**src/hdl/ssmt_pkg.sv**
```systemverilog
// Shared types, constants and helpers of the sorted subnet membership table.
// No dependencies; imported by the request interface, the cell and the top level.
package ssmt_pkg;

  localparam int unsigned AddrW = 32;
  localparam int unsigned PlenW = 6;
  localparam int unsigned ReqW  = 2;

  typedef enum logic [ReqW-1:0] {
    REQ_CLEAR = 2'd0,
    REQ_LOAD  = 2'd1,
    REQ_QUERY = 2'd2,
    REQ_NONE  = 2'd3
  } req_type_e;

  typedef enum logic {
    S_IDLE = 1'b0,
    S_EVAL = 1'b1
  } ctrl_state_e;

  // Broadcast command to every cell for the accepted beat
  typedef struct packed {
    logic             load;
    logic             clear;
    logic             query;
    logic [AddrW-1:0] base;
    logic [AddrW-1:0] mask;
    logic [AddrW-1:0] qaddr;
  } cell_cmd_t;

  // What a cell hands to its right-hand neighbor
  typedef struct packed {
    logic             valid;
    logic             ins;
    logic [AddrW-1:0] base;
    logic [AddrW-1:0] mask;
  } cell_link_t;

  // Prefix length to mask; lengths above 32 saturate to all ones
  function automatic logic [AddrW-1:0] build_mask(input logic [PlenW-1:0] plen);
    logic [PlenW-1:0] p;
    p = (plen > PlenW'(AddrW)) ? PlenW'(AddrW) : plen;
    if (p == '0) begin
      build_mask = '0;
    end else begin
      build_mask = {AddrW{1'b1}} << (PlenW'(AddrW) - p);
    end
  endfunction

endpackage

```
**src/hdl/ssmt_cell.sv**
```systemverilog
// One slot of the sorted chain: holds a base/mask pair and shifts right on insert.
// Depends on ssmt_pkg.
module ssmt_cell import ssmt_pkg::*; (
  input  logic       clk_i,
  input  logic       rst_ni,
  input  cell_cmd_t  cmd_i,
  input  cell_link_t left_i,
  input  logic       right_le_i,
  output cell_link_t link_o,
  output logic       le_o,
  output logic       hit_o
);

  logic             valid_q, valid_d;
  logic [AddrW-1:0] base_q, base_d;
  logic [AddrW-1:0] mask_q, mask_d;
  logic             hit_q, hit_d;
  logic             ins;

  // At or past the insertion point for the new base
  assign ins = !(valid_q && (base_q <= cmd_i.base));
  // Base at or below the query address
  assign le_o = valid_q && (base_q <= cmd_i.qaddr);

  assign link_o = '{valid: valid_q, ins: ins, base: base_q, mask: mask_q};
  assign hit_o  = hit_q;

  // Next slot content
  always_comb begin
    valid_d = valid_q;
    base_d  = base_q;
    mask_d  = mask_q;
    hit_d   = hit_q;
    if (cmd_i.clear) begin
      valid_d = 1'b0;
    end
    if (cmd_i.load && ins) begin
      valid_d = valid_q | left_i.valid;
      if (left_i.ins) begin
        base_d = left_i.base;
        mask_d = left_i.mask;
      end else begin
        base_d = cmd_i.base;
        mask_d = cmd_i.mask;
      end
    end
    // Predecessor is the last cell at or below the query
    if (cmd_i.query) begin
      hit_d = le_o && !right_le_i && ((cmd_i.qaddr & mask_q) == base_q);
    end
  end

  always_ff @(posedge clk_i or negedge rst_ni) begin
    if (!rst_ni) begin
      valid_q <= 1'b0;
      hit_q   <= 1'b0;
    end else begin
      valid_q <= valid_d;
      hit_q   <= hit_d;
    end
  end

  always_ff @(posedge clk_i) begin
    base_q <= base_d;
    mask_q <= mask_d;
  end

endmodule
```
**config.mk**
```make
export PLATFORM = sky130hd
export DESIGN_NAME = ssmt_cell
export DESIGN_NICKNAME = d
export VERILOG_FILES = /design/src/hdl/ssmt_pkg.sv /design/src/hdl/ssmt_cell.sv
export SDC_FILE = /design/constraint.sdc
export NUM_CORES = 1
export LEC_CHECK = 0
export BUFFER_PORTS_ARGS = -buffer_cell sky130_fd_sc_hd__buf_2
export CAP_MARGIN = 20
export CORE_AREA = 2 2 78 155
export CTS_CLUSTER_SIZE = 28
export DETAILED_ROUTE_END_ITERATION = 7
export DIE_AREA = 0 0 80 157
export PLACE_DENSITY = 0.85
export SLEW_MARGIN = 0
export SYNTH_ARGS = -nofsm -noshare
export SYNTH_HDL_FRONTEND = slang
export SYNTH_SLANG_ARGS = --single-unit
```
**constraint.sdc**
```tcl
create_clock -name clk_i -period 3.32 [get_ports clk_i]
set_input_delay 0.332 -clock clk_i [delete_from_list [all_inputs] [get_ports clk_i]]
set_output_delay 0.332 -clock clk_i [all_outputs]
set_load 0.02 [all_outputs]
```
==> flow_metrics.env <==
export IMPL_powerDensity_nw_per_um2=452
export IMPL_grt_pass1_wl_um=22600
export IMPL_num_fill_cells=1032
export IMPL_core_area_sq_um=11300
export IMPL_p_leak_nw=3.23
export IMPL_grt_use_total_pct=24.2
export IMPL_io_buffers=235
export IMPL_die_w_um=80
export IMPL_gp_congestion=0.905
export IMPL_synth_nets=720
export IMPL_ys_seq_area_share_pct=41.0
export IMPL_cts_sinks=66
export IMPL_cts_buffers=9
export IMPL_root_buffer="clkbuf_16"
export IMPL_multi_input_area_sq_um=2540
export IMPL_synthCells=488
export IMPL_worstSetupEndpointType="output port"
export IMPL_synth_mux_area_share_pct=7.73
export IMPL_cts_tree="done"
export IMPL_fin_cells=876
export IMPL_seqCellArea_sq_um=1970
export IMPL_ys_seq_elements=66
export IMPL_synth_main_ff_cell="edfxtp_1"
export IMPL_post_cts_buffers=0
export IMPL_path_clk_slew_ps=60
export IMPL_synth_simple_gate_area_share_pct=11.5
export IMPL_synth_xor_xnor_area_share_pct=5.29
export IMPL_num_rows=55
export IMPL_dieArea_sq_um=12600
export IMPL_cp_required_ps=2990
export IMPL_avgSynthCellArea_sq_um=9.85
export IMPL_worstSetupStartpointType="flip-flop"
export IMPL_rsz0062_at_grt="no"
export IMPL_slew_violations=0
export IMPL_grt_max_degree=85
export IMPL_finClkSkew_ps=10.4
export IMPL_areaGrowthSynthToFinish_pct=35.3
export IMPL_place_inst=859
export IMPL_drive_gt1_share_pct=37.9
export IMPL_yosysWarnings=0
export IMPL_routedWlPerCell_um=17.4
export IMPL_drc_errors=0
export IMPL_path_max_fanout=4
export IMPL_finalSetupTns_ps=0
export IMPL_r2r_slack_ps=440
export IMPL_start_util_pct=42.6
export IMPL_via_count=4491
export IMPL_antenna_found_initial=0
export IMPL_synth_top_family_by_area="adder cells"
export IMPL_drt_pass1_iter_count=4
export IMPL_hpwl_um=12800
export IMPL_max_freq_mhz=323
export IMPL_status="finished, final reports clean"
export IMPL_fin_crit_ps=3090
export IMPL_hold_path_class="in -> reg"
export IMPL_die_h_um=157
export IMPL_hold_viol_final=0
export IMPL_synth_compound_area_share_pct=11.4
export IMPL_finalSetupViolations=0
export IMPL_async_flop_share_pct=3.03
export IMPL_crit_arrival_ps=2760
export IMPL_drtIter0Drc=175
export IMPL_slew_headroom_pct=43.7
export IMPL_vdd_drop_max_uv=307
export IMPL_drt_wl_total_um=15300
export IMPL_synth_edf_count=64
export IMPL_io_pins=236
export IMPL_htreeDepth=3
export IMPL_fin_crit_sh_pct=93.2
export IMPL_num_antenna_cells=0
export IMPL_nets=961
export IMPL_insertion_delay_ps=330
export IMPL_whs_ps=284
export IMPL_critical_path_class="reg -> out"
export IMPL_avgViaCountPerCell=5.13
export IMPL_maxCapViolCount=0
export IMPL_grt_pass1_vias=4671
export IMPL_ys_types=40
export IMPL_tightest_slew_ps=844
export IMPL_syn_area_sq_um=4800
export IMPL_detail_route_antenna_nets=0
export IMPL_grt_overflow=0
export IMPL_synthAdderAreaFrac_pct=16.7
export IMPL_cts_buffer_depth=2
==> kinds of logic after synthesis <==
group           after synthesis
simple gates                123
compound gates               93
buf+inv                      80
flops                        66
fa+ha+maj                    64
mux                          33
xor+xnor                     29
==> layer usage <==
metal / wire length, um / share of wire, % / vias up / GRT usage, %
li1: - / - / 2212 / -
met1: 5170 / 34 / 2044 / 24.0
met2: 8410 / 55 / 185 / 45.2
met3: 771 / 5.1 / 50 / 3.50
met4: 907 / 5.9 / 0 / 15.7
met5: 0 / 0 / - / 0
==> cell type report <==
| class | instances | area share [%] |
|---|---|---|
| clock buffers | 10 | 3.52 |
| clock inverters | 6 | 0.886 |
| inverters | 67 | 3.87 |
| multi-input cells | 342 | 39.2 |
| flip-flops and latches | 66 | 30.3 |
| well taps | 142 | 2.73 |
| repair buffers | 243 | 19.5 |
==> placed cells by master, fill, tap and decap left out, types with 7 or more instances in the layout <==
cell / count
nor4_1: 7
mux2_1: 16
xor2_1: 11
o21ai_0: 42
buf_2: 234
inv_1: 67
ha_1: 64
nor2_1: 11
nand4_1: 13
xnor2_1: 18
clkbuf_16: 9
mux2_2: 17
a21oi_1: 26
edfxtp_1: 64
nand2_1: 79
==> report_power, final <==
group,switching (mW),leakage [nW],internal [mW],total (mW)
Clock,0.343,0.134,0.574,0.918
Combinational,0.523,2.45,0.366,0.888
Sequential,0.0859,0.643,1.05,1.13
Total,0.952,3.23,1.99,2.94
==> worst paths after layout <==
check / start / end / depth (start not counted)
hold / removal: left_i[34] / base_q[2] / 3
hold reg to reg: hit_o / hit_o / 1
min in group asynchronous: rst_ni / hit_o / 2
setup reg to reg: base_q[15] / base_q[18] / 8
max in group asynchronous: rst_ni / valid_q / 2
setup / recovery: base_q[17] / link_o[64] / 9
==> state kept, by name, indices dropped and copies added, names as in the netlist <==
| signal | flops |
|---|---|
| hit_o | 1 |
| base_q | 32 |
| mask_q | 32 |
| valid_q | 1 |
==> per-stage QoR <==
step	util (%)	power, mW	worst slack (ps)	instance area, sq um
CTS	57.5	2.96	56.1	6490
global route	57.6	3.09	19.9	6500
global placement	54.8	2.01	272	6190
finish	57.6	2.94	226	6500
detailed placement	54.8	2.03	280	6190
floorplan	-	1.65	189	4810
==> cells in the mapped netlist, types with 4 or more instances <==
library cell,number,area (sq um)
clkbuf_1,7,26.3
buf_1,4,15.0
nor2_1,11,41.3
edfxtp_1,64,1920
o21ai_0,42,210
inv_1,67,251
nand3_1,4,20.0
mux2_1,16,180
xnor2_1,18,158
nand2_1,79,297
a21oi_1,26,130
a211oi_1,4,30.0
xor2_1,11,96.3
mux2_2,17,191
nor4_1,8,50.1
ha_1,64,801
a21o_1,6,45.0
nand4_1,13,81.3
==> critical path, cell delays in order (launching register included) <==
cell	delay [ps]
edfxtp_1	500
ha_1	320
and3_1	190
a221o_1	360
a21oi_1	130
o21ai_0	190
nor3_1	290
a311oi_2	90
nand2b_1	190
buf_2	160
==> repair_timing <==
| action | in CTS | in global routing |
|---|---|---|
| endpoints found under the hold margin | 2 | 0 |
| setup endpoints to repair | 0 | 1 |
| hold buffers | 1 | 0 |
| resized for setup | 0 | 2 |
Note: power is estimated with default switching activity, not from simulation.
